## src/hdl/mrf_pkg.sv

```systemverilog
// Shared types, codes and constants for the Modbus RTU master framer.
// No dependencies; the front end, queue, sequencer and top level refer to it by scoped names.
`timescale 1ns / 1ps
`default_nettype none

package mrf_pkg;

    // Input operation codes
    typedef enum logic [1:0] {
        OP_PDU  = 2'd0,
        OP_RX   = 2'd1,
        OP_TICK = 2'd2,
        OP_NONE = 2'd3
    } t_op;

    // Result kinds
    typedef enum logic [1:0] {
        KIND_TX      = 2'd0,
        KIND_PAYLOAD = 2'd1,
        KIND_VERDICT = 2'd2
    } t_kind;

    // Verdict status codes
    typedef enum logic [2:0] {
        ST_OK        = 3'd0,
        ST_TIMEOUT   = 3'd1,
        ST_CRC_ERR   = 3'd2,
        ST_BAD_RESP  = 3'd3,
        ST_EXCEPTION = 3'd4
    } t_status;

    // Transaction phase
    typedef enum logic [3:0] {
        PH_IDLE = 4'd0,
        PH_H0   = 4'd1,
        PH_H1   = 4'd2,
        PH_H2   = 4'd3,
        PH_DATA = 4'd4,
        PH_ECHO = 4'd5,
        PH_CRCL = 4'd6,
        PH_CRCH = 4'd7
    } t_phase;

    // Configuration register indexes
    localparam logic [1:0] CFG_SLAVE_ADDR  = 2'd0;
    localparam logic [1:0] CFG_MAX_PAYLOAD = 2'd1;
    localparam logic [1:0] CFG_TIMEOUT     = 2'd2;

    localparam logic [7:0]  RST_SLAVE_ADDR  = 8'd1;
    localparam logic [7:0]  RST_MAX_PAYLOAD = 8'd250;
    localparam logic [15:0] RST_TIMEOUT     = 16'd1000;

    localparam logic [15:0] CRC_INIT    = 16'hFFFF;
    localparam logic [15:0] CRC_POLY    = 16'hA001;
    localparam logic [7:0]  EXC_FLAG    = 8'h80;
    localparam logic [7:0]  READ_FC_MAX = 8'h04;
    localparam logic [7:0]  MAX_DATA    = 8'd250;
    localparam logic [7:0]  ECHO_LEN    = 8'd6;
    localparam logic [7:0]  ECHO_START  = 8'd3;
    localparam logic [15:0] TICK_MAX    = 16'hFFFF;

    // Result queue geometry
    localparam int QDEPTH = 4;
    localparam int QAW    = $clog2(QDEPTH);

    // One queued group of results caused by one input item
    typedef struct packed {
        t_kind           kind;
        logic [1:0]      cnt;       // number of results minus one
        logic [3:0][7:0] bytes;
        t_status         status;
        logic [7:0]      exc;
        logic [7:0]      plen;
    } t_entry;

    typedef struct packed {
        logic   valid;
        t_entry entry;
    } t_push;

    typedef struct packed {
        logic   valid;
        t_entry entry;
    } t_head;

    // Byte-wide CRC-16 (Modbus, reflected) update
    function automatic logic [15:0] crc_feed(input logic [15:0] c, input logic [7:0] b);
        logic [15:0] r;
        r = c ^ {8'd0, b};
        for (int i = 0; i < 8; i++) begin
            if (r[0]) begin
                r = (r >> 1) ^ CRC_POLY;
            end else begin
                r = r >> 1;
            end
        end
        return r;
    endfunction

endpackage

`default_nettype wire

```

## src/hdl/mrf_in_if.sv

```systemverilog
// Input channel: operation, data byte and last flag with valid/ready.
// No dependencies.
`timescale 1ns / 1ps
`default_nettype none

interface mrf_in_if;
    logic       valid;
    logic       ready;
    logic [1:0] op;
    logic [7:0] data_byte;
    logic       last_flag;

    modport source (output valid, output op, output data_byte, output last_flag,
                    input ready);
    modport sink   (input valid, input op, input data_byte, input last_flag,
                    output ready);
endinterface

`default_nettype wire

```

## src/hdl/mrf_out_if.sv

```systemverilog
// Result channel: kind, byte, verdict fields and last marker with valid/ready.
// No dependencies.
`timescale 1ns / 1ps
`default_nettype none

interface mrf_out_if;
    logic       valid;
    logic       ready;
    logic [1:0] kind;
    logic [7:0] out_byte;
    logic [2:0] status;
    logic [7:0] exception_code;
    logic [7:0] payload_len;
    logic       last;

    modport source (output valid, output kind, output out_byte, output status,
                    output exception_code, output payload_len, output last,
                    input ready);
    modport sink   (input valid, input kind, input out_byte, input status,
                    input exception_code, input payload_len, input last,
                    output ready);
endinterface

`default_nettype wire

```

## src/hdl/mrf_front.sv

```systemverilog
// Front end: accepts input items, runs framing/parsing state, pushes result groups.
// Depends on mrf_pkg and mrf_in_if.
`timescale 1ns / 1ps
`default_nettype none

module mrf_front (
    input  wire logic          i_clk,
    input  wire logic          i_rst_n,
    mrf_in_if.sink             i_in,
    input  wire logic          i_cfg_we,
    input  wire logic [1:0]    i_cfg_idx,
    input  wire logic [15:0]   i_cfg_data,
    input  wire logic          i_q_full,
    output mrf_pkg::t_push     o_push
);

    logic [7:0]      r_slave_addr;
    logic [7:0]      r_max_payload;
    logic [15:0]     r_timeout;

    mrf_pkg::t_phase r_phase,    n_phase;
    logic [7:0]      r_req_fc,   n_req_fc;
    logic [15:0]     r_crc,      n_crc;
    logic [7:0]      r_hdr_addr, n_hdr_addr;
    logic [7:0]      r_hdr_fc,   n_hdr_fc;
    logic [7:0]      r_exp_cnt,  n_exp_cnt;
    logic [7:0]      r_byte_cnt, n_byte_cnt;
    logic [7:0]      r_crc_lo,   n_crc_lo;
    logic [15:0]     r_tick,     n_tick;
    logic            r_first,    n_first;

    logic            accept;
    logic [7:0]      b;
    logic [15:0]     crc_a;
    logic [15:0]     crc_b;
    logic [15:0]     crc_rx;
    logic [7:0]      cnt_inc;
    logic [15:0]     tick_inc;

    assign i_in.ready = !i_q_full;
    assign accept     = i_in.valid && i_in.ready;
    assign b          = i_in.data_byte;

    // Request-side CRC: seed with the address before the first PDU byte
    assign crc_a  = r_first ? mrf_pkg::crc_feed(mrf_pkg::CRC_INIT, r_slave_addr) : r_crc;
    assign crc_b  = mrf_pkg::crc_feed(crc_a, b);
    assign crc_rx = mrf_pkg::crc_feed(r_crc, b);
    assign cnt_inc  = r_byte_cnt + 8'd1;
    assign tick_inc = (r_tick != mrf_pkg::TICK_MAX) ? r_tick + 16'd1 : r_tick;

    // Configuration registers
    always_ff @(posedge i_clk) begin
        if (!i_rst_n) begin
            r_slave_addr  <= mrf_pkg::RST_SLAVE_ADDR;
            r_max_payload <= mrf_pkg::RST_MAX_PAYLOAD;
            r_timeout     <= mrf_pkg::RST_TIMEOUT;
        end else if (i_cfg_we) begin
            case (i_cfg_idx)
                mrf_pkg::CFG_SLAVE_ADDR:  r_slave_addr  <= i_cfg_data[7:0];
                mrf_pkg::CFG_MAX_PAYLOAD: r_max_payload <= i_cfg_data[7:0];
                mrf_pkg::CFG_TIMEOUT:     r_timeout     <= i_cfg_data;
                default: ;
            endcase
        end
    end

    // Transaction state
    always_ff @(posedge i_clk) begin
        if (!i_rst_n) begin
            r_phase    <= mrf_pkg::PH_IDLE;
            r_req_fc   <= 8'd0;
            r_crc      <= mrf_pkg::CRC_INIT;
            r_hdr_addr <= 8'd0;
            r_hdr_fc   <= 8'd0;
            r_exp_cnt  <= 8'd0;
            r_byte_cnt <= 8'd0;
            r_crc_lo   <= 8'd0;
            r_tick     <= 16'd0;
            r_first    <= 1'b1;
        end else begin
            r_phase    <= n_phase;
            r_req_fc   <= n_req_fc;
            r_crc      <= n_crc;
            r_hdr_addr <= n_hdr_addr;
            r_hdr_fc   <= n_hdr_fc;
            r_exp_cnt  <= n_exp_cnt;
            r_byte_cnt <= n_byte_cnt;
            r_crc_lo   <= n_crc_lo;
            r_tick     <= n_tick;
            r_first    <= n_first;
        end
    end

    // Next state and result group for the accepted transaction
    always_comb begin
        n_phase    = r_phase;
        n_req_fc   = r_req_fc;
        n_crc      = r_crc;
        n_hdr_addr = r_hdr_addr;
        n_hdr_fc   = r_hdr_fc;
        n_exp_cnt  = r_exp_cnt;
        n_byte_cnt = r_byte_cnt;
        n_crc_lo   = r_crc_lo;
        n_tick     = r_tick;
        n_first    = r_first;

        o_push.valid        = 1'b0;
        o_push.entry.kind   = mrf_pkg::KIND_TX;
        o_push.entry.cnt    = 2'd0;
        o_push.entry.bytes  = '0;
        o_push.entry.status = mrf_pkg::ST_OK;
        o_push.entry.exc    = 8'd0;
        o_push.entry.plen   = 8'd0;

        if (accept) begin
            case (mrf_pkg::t_op'(i_in.op))
                mrf_pkg::OP_PDU: begin
                    if (r_phase == mrf_pkg::PH_IDLE) begin
                        o_push.valid = 1'b1;
                        n_crc        = crc_b;
                        if (r_first) begin
                            o_push.entry.bytes = {crc_b[15:8], crc_b[7:0], b, r_slave_addr};
                            o_push.entry.cnt   = i_in.last_flag ? 2'd3 : 2'd1;
                            n_req_fc           = b;
                            n_first            = 1'b0;
                        end else begin
                            o_push.entry.bytes = {8'd0, crc_b[15:8], crc_b[7:0], b};
                            o_push.entry.cnt   = i_in.last_flag ? 2'd2 : 2'd0;
                        end
                        if (i_in.last_flag) begin
                            n_crc      = mrf_pkg::CRC_INIT;
                            n_tick     = 16'd0;
                            n_byte_cnt = 8'd0;
                            n_first    = 1'b1;
                            n_phase    = mrf_pkg::PH_H0;
                        end
                    end
                end
                mrf_pkg::OP_RX: begin
                    case (r_phase)
                        mrf_pkg::PH_H0: begin
                            n_hdr_addr = b;
                            n_crc      = crc_rx;
                            n_phase    = mrf_pkg::PH_H1;
                        end
                        mrf_pkg::PH_H1: begin
                            n_hdr_fc = b;
                            n_crc    = crc_rx;
                            n_phase  = mrf_pkg::PH_H2;
                        end
                        mrf_pkg::PH_H2: begin
                            n_crc = crc_rx;
                            o_push.entry.kind = mrf_pkg::KIND_VERDICT;
                            if (r_hdr_addr != r_slave_addr) begin
                                o_push.valid        = 1'b1;
                                o_push.entry.status = mrf_pkg::ST_BAD_RESP;
                                n_phase             = mrf_pkg::PH_IDLE;
                            end else if (r_hdr_fc == (r_req_fc | mrf_pkg::EXC_FLAG)) begin
                                // exception reply ends at once, no CRC check
                                o_push.valid        = 1'b1;
                                o_push.entry.status = mrf_pkg::ST_EXCEPTION;
                                o_push.entry.exc    = b;
                                n_phase             = mrf_pkg::PH_IDLE;
                            end else if (r_hdr_fc != r_req_fc) begin
                                o_push.valid        = 1'b1;
                                o_push.entry.status = mrf_pkg::ST_BAD_RESP;
                                n_phase             = mrf_pkg::PH_IDLE;
                            end else if (r_req_fc <= mrf_pkg::READ_FC_MAX) begin
                                if (b == 8'd0 || b > r_max_payload || b > mrf_pkg::MAX_DATA) begin
                                    o_push.valid        = 1'b1;
                                    o_push.entry.status = mrf_pkg::ST_BAD_RESP;
                                    n_phase             = mrf_pkg::PH_IDLE;
                                end else begin
                                    n_exp_cnt  = b;
                                    n_byte_cnt = 8'd0;
                                    n_phase    = mrf_pkg::PH_DATA;
                                end
                            end else begin
                                n_byte_cnt = mrf_pkg::ECHO_START;
                                n_phase    = mrf_pkg::PH_ECHO;
                            end
                        end
                        mrf_pkg::PH_DATA: begin
                            n_crc      = crc_rx;
                            n_byte_cnt = cnt_inc;
                            if (cnt_inc >= r_exp_cnt) begin
                                n_phase = mrf_pkg::PH_CRCL;
                            end
                            o_push.valid          = 1'b1;
                            o_push.entry.kind     = mrf_pkg::KIND_PAYLOAD;
                            o_push.entry.bytes[0] = b;
                        end
                        mrf_pkg::PH_ECHO: begin
                            n_crc      = crc_rx;
                            n_byte_cnt = cnt_inc;
                            if (cnt_inc >= mrf_pkg::ECHO_LEN) begin
                                n_phase = mrf_pkg::PH_CRCL;
                            end
                        end
                        mrf_pkg::PH_CRCL: begin
                            n_crc_lo = b;
                            n_phase  = mrf_pkg::PH_CRCH;
                        end
                        mrf_pkg::PH_CRCH: begin
                            o_push.valid      = 1'b1;
                            o_push.entry.kind = mrf_pkg::KIND_VERDICT;
                            n_phase           = mrf_pkg::PH_IDLE;
                            if (r_crc != {b, r_crc_lo}) begin
                                o_push.entry.status = mrf_pkg::ST_CRC_ERR;
                            end else if (r_req_fc <= mrf_pkg::READ_FC_MAX) begin
                                o_push.entry.plen = r_exp_cnt;
                            end
                        end
                        default: ;
                    endcase
                end
                mrf_pkg::OP_TICK: begin
                    if (r_phase != mrf_pkg::PH_IDLE) begin
                        n_tick = tick_inc;
                        if (tick_inc >= r_timeout) begin
                            o_push.valid        = 1'b1;
                            o_push.entry.kind   = mrf_pkg::KIND_VERDICT;
                            o_push.entry.status = mrf_pkg::ST_TIMEOUT;
                            n_phase             = mrf_pkg::PH_IDLE;
                        end
                    end
                end
                default: ;
            endcase
        end
    end

endmodule

`default_nettype wire

```

## src/hdl/mrf_queue.sv

```systemverilog
// Result-group queue between the front end and the output sequencer.
// Depends on mrf_pkg.
`timescale 1ns / 1ps
`default_nettype none

module mrf_queue (
    input  wire logic          i_clk,
    input  wire logic          i_rst_n,
    input  wire mrf_pkg::t_push i_push,
    input  wire logic          i_pop,
    output logic               o_full,
    output mrf_pkg::t_head     o_head
);

    localparam logic [mrf_pkg::QAW:0] DEPTH = (mrf_pkg::QAW + 1)'(mrf_pkg::QDEPTH);

    mrf_pkg::t_entry           r_mem [mrf_pkg::QDEPTH];
    logic [mrf_pkg::QAW-1:0]   r_wp;
    logic [mrf_pkg::QAW-1:0]   r_rp;
    logic [mrf_pkg::QAW:0]     r_cnt;
    logic                      do_push;
    logic                      do_pop;

    assign o_full       = (r_cnt == DEPTH);
    assign o_head.valid = (r_cnt != '0);
    assign o_head.entry = r_mem[r_rp];
    assign do_push      = i_push.valid && !o_full;
    assign do_pop       = i_pop && o_head.valid;

    // Store entries
    always_ff @(posedge i_clk) begin
        if (do_push) begin
            r_mem[r_wp] <= i_push.entry;
        end
    end

    // Advance pointers and occupancy
    always_ff @(posedge i_clk) begin
        if (!i_rst_n) begin
            r_wp  <= '0;
            r_rp  <= '0;
            r_cnt <= '0;
        end else begin
            if (do_push) begin
                r_wp <= r_wp + 1'b1;
            end
            if (do_pop) begin
                r_rp <= r_rp + 1'b1;
            end
            case ({do_push, do_pop})
                2'b10:   r_cnt <= r_cnt + 1'b1;
                2'b01:   r_cnt <= r_cnt - 1'b1;
                default: r_cnt <= r_cnt;
            endcase
        end
    end

endmodule

`default_nettype wire

```

## src/hdl/mrf_back.sv

```systemverilog
// Output sequencer: unpacks queued result groups into single results.
// Depends on mrf_pkg and mrf_out_if.
`timescale 1ns / 1ps
`default_nettype none

module mrf_back (
    input  wire logic          i_clk,
    input  wire logic          i_rst_n,
    input  wire mrf_pkg::t_head i_head,
    output logic               o_pop,
    mrf_out_if.source          o_out
);

    logic            r_valid;
    logic [1:0]      r_idx;
    mrf_pkg::t_kind  r_kind;
    logic [7:0]      r_byte;
    mrf_pkg::t_status r_status;
    logic [7:0]      r_exc;
    logic [7:0]      r_plen;
    logic            r_last;

    logic            load;
    logic            grp_end;

    assign load    = i_head.valid && (!r_valid || o_out.ready);
    assign grp_end = (r_idx == i_head.entry.cnt);
    assign o_pop   = load && grp_end;

    // Control: output valid and position within the group
    always_ff @(posedge i_clk) begin
        if (!i_rst_n) begin
            r_valid <= 1'b0;
            r_idx   <= 2'd0;
        end else begin
            if (load) begin
                r_valid <= 1'b1;
                r_idx   <= grp_end ? 2'd0 : r_idx + 2'd1;
            end else if (o_out.ready) begin
                r_valid <= 1'b0;
            end
        end
    end

    // Output payload register
    always_ff @(posedge i_clk) begin
        if (load) begin
            r_kind   <= i_head.entry.kind;
            r_byte   <= i_head.entry.bytes[r_idx];
            r_status <= i_head.entry.status;
            r_exc    <= i_head.entry.exc;
            r_plen   <= i_head.entry.plen;
            r_last   <= grp_end;
        end
    end

    assign o_out.valid          = r_valid;
    assign o_out.kind           = r_kind;
    assign o_out.out_byte       = r_byte;
    assign o_out.status         = r_status;
    assign o_out.exception_code = r_exc;
    assign o_out.payload_len    = r_plen;
    assign o_out.last           = r_last;

endmodule

`default_nettype wire

```

## src/hdl/modbus_rtu_master_framer_core.sv

```systemverilog
// Top level of the Modbus RTU master framer: front end, result queue, sequencer.
// Depends on mrf_pkg, mrf_in_if, mrf_out_if, mrf_front, mrf_queue, mrf_back.
//
//  Channel  Direction  Handshake      Payload
//  i_in     in         valid/ready    op, data_byte, last_flag
//  o_out    out        valid/ready    kind, out_byte, status, exception_code,
//                                     payload_len, last
//  i_cfg_*  in         write enable   register index, 16-bit data
//
// One input transaction is accepted per cycle while the four-entry result queue
// has room; its state update (including up to two CRC byte updates) is done in
// that cycle. Results leave one per cycle from a registered output stage while
// the sink is ready; a request byte can cause up to four results in one group.
// Reset is synchronous, active low; no clearing pass. Either side may stall.
`timescale 1ns / 1ps
`default_nettype none

module modbus_rtu_master_framer_core (
    input  wire logic        i_clk,
    input  wire logic        i_rst_n,
    mrf_in_if.sink           i_in,
    mrf_out_if.source        o_out,
    input  wire logic        i_cfg_we,
    input  wire logic [1:0]  i_cfg_idx,
    input  wire logic [15:0] i_cfg_data
);

    mrf_pkg::t_push push;
    mrf_pkg::t_head head;
    logic           q_full;
    logic           pop;

    mrf_front u_front (
        .i_clk      (i_clk),
        .i_rst_n    (i_rst_n),
        .i_in       (i_in),
        .i_cfg_we   (i_cfg_we),
        .i_cfg_idx  (i_cfg_idx),
        .i_cfg_data (i_cfg_data),
        .i_q_full   (q_full),
        .o_push     (push)
    );

    mrf_queue u_queue (
        .i_clk   (i_clk),
        .i_rst_n (i_rst_n),
        .i_push  (push),
        .i_pop   (pop),
        .o_full  (q_full),
        .o_head  (head)
    );

    mrf_back u_back (
        .i_clk   (i_clk),
        .i_rst_n (i_rst_n),
        .i_head  (head),
        .o_pop   (pop),
        .o_out   (o_out)
    );

endmodule

`default_nettype wire
```

## src/flat_wrapper.sv

```systemverilog
// flat-port wrapper written by rule: the top's interface ports become plain ports
module modbus_rtu_master_framer_core_flat 
  (i_clk, i_rst_n, i_cfg_we, i_cfg_idx, i_cfg_data, i_in_valid, i_in_op, i_in_data_byte, i_in_last_flag, i_in_ready, o_out_valid, o_out_kind, o_out_out_byte, o_out_status, o_out_exception_code, o_out_payload_len, o_out_last, o_out_ready);
  mrf_in_if i_in_i ();
  mrf_out_if o_out_i ();
  input  wire logic i_clk;
  input  wire logic i_rst_n;
  input  wire logic i_cfg_we;
  input  wire logic [1:0] i_cfg_idx;
  input  wire logic [15:0] i_cfg_data;
  input wire logic [$bits(i_in_i.valid)-1:0] i_in_valid;
  input wire logic [$bits(i_in_i.op)-1:0] i_in_op;
  input wire logic [$bits(i_in_i.data_byte)-1:0] i_in_data_byte;
  input wire logic [$bits(i_in_i.last_flag)-1:0] i_in_last_flag;
  output wire logic [$bits(i_in_i.ready)-1:0] i_in_ready;
  output wire logic [$bits(o_out_i.valid)-1:0] o_out_valid;
  output wire logic [$bits(o_out_i.kind)-1:0] o_out_kind;
  output wire logic [$bits(o_out_i.out_byte)-1:0] o_out_out_byte;
  output wire logic [$bits(o_out_i.status)-1:0] o_out_status;
  output wire logic [$bits(o_out_i.exception_code)-1:0] o_out_exception_code;
  output wire logic [$bits(o_out_i.payload_len)-1:0] o_out_payload_len;
  output wire logic [$bits(o_out_i.last)-1:0] o_out_last;
  input wire logic [$bits(o_out_i.ready)-1:0] o_out_ready;
  assign i_in_i.valid = i_in_valid;
  assign i_in_i.op = i_in_op;
  assign i_in_i.data_byte = i_in_data_byte;
  assign i_in_i.last_flag = i_in_last_flag;
  assign i_in_ready = i_in_i.ready;
  assign o_out_valid = o_out_i.valid;
  assign o_out_kind = o_out_i.kind;
  assign o_out_out_byte = o_out_i.out_byte;
  assign o_out_status = o_out_i.status;
  assign o_out_exception_code = o_out_i.exception_code;
  assign o_out_payload_len = o_out_i.payload_len;
  assign o_out_last = o_out_i.last;
  assign o_out_i.ready = o_out_ready;
  modbus_rtu_master_framer_core u_core (.i_clk(i_clk), .i_rst_n(i_rst_n), .i_in(i_in_i), .o_out(o_out_i), .i_cfg_we(i_cfg_we), .i_cfg_idx(i_cfg_idx), .i_cfg_data(i_cfg_data));
endmodule
```

## config.mk

```make
export PLATFORM = sky130hd
export DESIGN_NAME = modbus_rtu_master_framer_core_flat
export DESIGN_NICKNAME = d
export VERILOG_FILES = /design/src/hdl/mrf_pkg.sv /design/src/hdl/mrf_in_if.sv /design/src/hdl/mrf_out_if.sv /design/src/hdl/mrf_front.sv /design/src/hdl/mrf_queue.sv /design/src/hdl/mrf_back.sv /design/src/hdl/modbus_rtu_master_framer_core.sv /design/src/flat_wrapper.sv
export SDC_FILE = /design/constraint.sdc
export NUM_CORES = 1
export LEC_CHECK = 0
export BUFFER_PORTS_ARGS = -buffer_cell sky130_fd_sc_hd__buf_2
export CAP_MARGIN = 30
export CORE_UTILIZATION = 40
export DETAILED_ROUTE_END_ITERATION = 6
export PLACE_DENSITY = 0.67
export REMOVE_ABC_BUFFERS = 1
export SLEW_MARGIN = 40
export SYNTH_ARGS = -nofsm -noshare
export SYNTH_HDL_FRONTEND = slang
export SYNTH_SLANG_ARGS = --single-unit
```

## constraint.sdc

```tcl
create_clock -name i_clk -period 11.62 [get_ports i_clk]
set_input_delay 2.324 -clock i_clk [delete_from_list [all_inputs] [get_ports i_clk]]
set_output_delay 2.324 -clock i_clk [all_outputs]
set_load 0.02 [all_outputs]
```

==> impl_metrics.csv <==
group,metric,value,unit
synth,syn_inst,1358,
synth,synth-edff-count,250,
min_path,min_to,"u_core.u_front.r_timeout[12]",
synth,yosys-top-cells-area,"edfxtp_1, dfxtp_1, mux4_2",
synth,yosys.area.top_type,"edfxtp_1",
drt,drtPass1Iterations,5,
floorplanning,die-area,43800,sq um
layout,fin_nets,1484,
critical_path,path_cells,"buf_2 -> ha_1 -> nand3_1 -> nor2_1 -> a32oi_1 -> a21oi_1 -> nor2_1 -> o2111ai_1 -> o211ai_1 -> nor3b_2 -> and2_2 -> buf_4",
floorplanning,fp.dieH,209,um
layout,design_area,19400,sq um
drt,wl_per_cell,20.0,um
critical_path,ff2ff_setup_slack,6.15,ns
timing,fin_crit_sh,47.5,%
critical_path,rr_startpoint,"u_core.u_front.r_tick[3]",
critical_path,reg2reg_depth,15,
floorplanning,die_w,209,um
timing,setup-tns-final,0,ns
critical_path,crit_top_cell,"nor2_1",
timing,relSlewSlack,42.2,%
min_path,whs_path_depth,2,
critical_path,cp_slowest_cell,"and2_2",
timing,worst-slew-pin-transition,0.861,ns
synth,synth_top_cell_area_share,43.6,%
cts,clockBufferDepth,3,
synth,ys.flop_type,"edfxtp_1",
drt,drt_iter0_drc,630,
global_routing,grt_antenna_before_repair,0,
drt,finalWirelength,39300,um
job,drv_cap,0,
synth,syn_avg_cell_area,12.7,sq um
cts,clkTransAtPathRegs,0.06,ns
synth,ys_ff_latch,378,
critical_path,cp_max_fo,30,
global_routing,grt_pass1_vias,11000,
critical_path,worst_setup_path_start_kind,"input pin",
timing,hold_viol,0,
critical_path,cpPeakStageDelay,0.73,ns
critical_path,end_kind,"register",
synth,synth-async-reset-ratio,0,%
layout,fillers,3766,
synth,ys_types,63,
placed_design,io_buffer_count,65,
timing,fin_crit,5.52,ns
outcome,status,"completed",
synth,seq_area_frac_synth,58.5,%
cts,clock_latency,0.57,ns
min_path,worstHoldPathType,"register to register",
cts,h-tree-depth,2,
synth,synthTopCellsByCount,"edfxtp_1, nor2_1, dfxtp_1",
floorplanning,initial_utilization,40.7,%
cts,ctsHoldBuffers,0,
critical_path,required,11.82,ns
timing,skew,0.00945,ns
placed_design,gp_congestion,0.895,
placed_design,dpl.hpwl,26100,um
drt,via_per_inst,5.47,
cts,cts-resized-gates,0,
global_routing,overflow,0,
synth,ys_warn_count,0,
floorplanning,num_rows,75,
power,leakage,7.22,nW
critical_path,critical_path_class,"input pin to register",
power,power_density,173,nW/um^2
critical_path,timing.rr.end,"u_core.u_queue.r_mem[1][31]",
global_routing,grt_pass1_wl,61900,um
drt,vias,10800,
layout,ff_latch_area,10100,sq um
power,peakVddDrop,0.000112,V
cts,clockRootBuffer,"clkbuf_16",
cts,cts_setup_buffers,0,
critical_path,crit_arrival,5.73,ns
layout,drive_above_1_share,15.7,%
layout,antenna_cells,0,
timing,final_max_slew_viol_count,0,
floorplanning,core_area,42200,sq um
critical_path,critPathBufInv,2,
global_routing,grtUsageTotal,18.4,%
cts,cts_sinks,378,
layout,multi_input_area,6650,sq um
min_path,hp-start,"u_core.u_front.r_timeout[12]",
synth,synth.most_common_cell,"edfxtp_1",
drt,antenna_left,0,
timing,fmax,0.181,GHz
timing,grt_setup_unrepaired,"no",
critical_path,crit_family,"simple AND/OR/NAND/NOR gates",
timing,setup_viol,0,
cts,numCtsBuffers,41,
cts,cts_tree,"done",
drt,drcViolationCount,0,
placed_design,place_area,18100,sq um
synth,syn_area,17200,sq um
layout,area_growth,12.8,%
floorplanning,top_level_ports,66,
global_routing,grt_start_max_net_pins,56,
-- final cells by class --
type | count | share of cell area [%]
clock buffer | 55 | 5.76
clock inverter | 18 | 1.17
inverter | 55 | 1.06
multi-input combinational | 847 | 34.3
sequential | 378 | 51.9
tap | 539 | 3.48
timing repair buffer | 79 | 2.32
-- per-stage QoR --
stage	total power [mW]	hold slack [ns]	setup slack (ns)	utilization [%]	instances
after floorplan	1.96	0.436	5.79	-	1280
after global placement	2.11	0.447	5.22	42.6	1897
after detailed placement	2.12	0.448	5.16	42.7	1898
after CTS	3.40	0.457	5.74	45.9	1971
after global routing	3.50	0.469	5.75	45.9	1971
final	3.37	0.456	6.10	45.9	1971
-- layer usage --
| metal | up-vias | share of wire, % | global-route usage, % |
|---|---|---|---|
| li1 | 5051 | - | - |
| met1 | 5391 | 43 | 23.4 |
| met2 | 264 | 49 | 31.1 |
| met3 | 70 | 5.3 | 3.62 |
| met4 | 0 | 2.9 | 6.62 |
| met5 | - | 0 | 0 |
-- kinds of logic after synthesis --
group / share of synthesized area [%]
AND/OR/NAND/NOR: 9.84
AO/OA/AOI/OAI: 7.28
multiplexers: 11.6
adder cells (fa/ha/maj): 3.53
buffers and inverters: 3.04
flip-flops: 58.5
XOR/XNOR: 6.17
-- sequential cells by signal, indices dropped and copies added, names as in the netlist, 2 cells and up, named ones only --
register / flops
u_core.u_front.r_phase: 3
u_core.u_back.o_out.kind: 2
u_core.u_front.r_hdr_addr: 8
u_core.u_queue.r_cnt: 3
u_core.u_back.r_idx: 2
u_core.u_queue.r_rp: 2
u_core.u_queue.r_wp: 2
u_core.u_front.r_crc: 16
u_core.u_front.r_hdr_fc: 8
u_core.u_front.r_timeout: 16
u_core.u_front.r_req_fc: 8
u_core.u_front.r_exp_cnt: 8
u_core.u_front.r_slave_addr: 8
u_core.u_front.r_crc_lo: 8
u_core.u_queue.r_mem: 220
u_core.u_back.o_out.status: 3
u_core.u_back.o_out.exception_code: 8
u_core.u_back.o_out.out_byte: 8
u_core.u_front.r_max_payload: 8
u_core.u_back.o_out.payload_len: 8
u_core.u_front.r_byte_cnt: 8
u_core.u_front.r_tick: 16
-- tightest hold or removal path, cell delays in order (launching register included) --
cell,delay [ns]
dfxtp_1,0.31
nand2_1,0.05
a21oi_1,0.05
-- worst max path at each step --
stage / startpoint / depth (start not counted) / endpoint
final: i_in_data_byte[3] / 12 / u_core.u_queue.r_mem[1][31]
after global placement: i_in_data_byte[6] / 12 / u_core.u_queue.r_mem[3][13]
after floorplan: i_in_op[1] / 8 / u_core.u_queue.r_mem[0][0]
after detailed placement: i_in_data_byte[3] / 12 / u_core.u_queue.r_mem[2][13]
after global routing: u_core.u_front.r_tick[3] / 15 / u_core.u_queue.r_mem[1][32]
after CTS: i_in_data_byte[3] / 12 / u_core.u_queue.r_mem[3][1]
-- cell usage in the layout, fill, tap and decap left out, types with 15 or more instances in the layout --
master	instances
edfxtp_1	250
nor2_1	131
dfxtp_1	125
nand2_1	110
xnor2_1	66
a21oi_1	65
buf_2	65
mux4_2	63
mux2i_1	54
inv_1	52
ha_1	47
xor2_1	44
clkbuf_16	41
o211ai_1	22
o21ai_0	19
nand3_1	18
o21ai_1	18
nor3_1	15
-- report_power, final --
| part | internal (mW) | switching, mW |
|---|---|---|
| clock | 0.752 | 0.534 |
| combinational | 0.227 | 0.295 |
| sequential | 1.51 | 0.0521 |
Note: power is estimated with default switching activity, not from simulation.
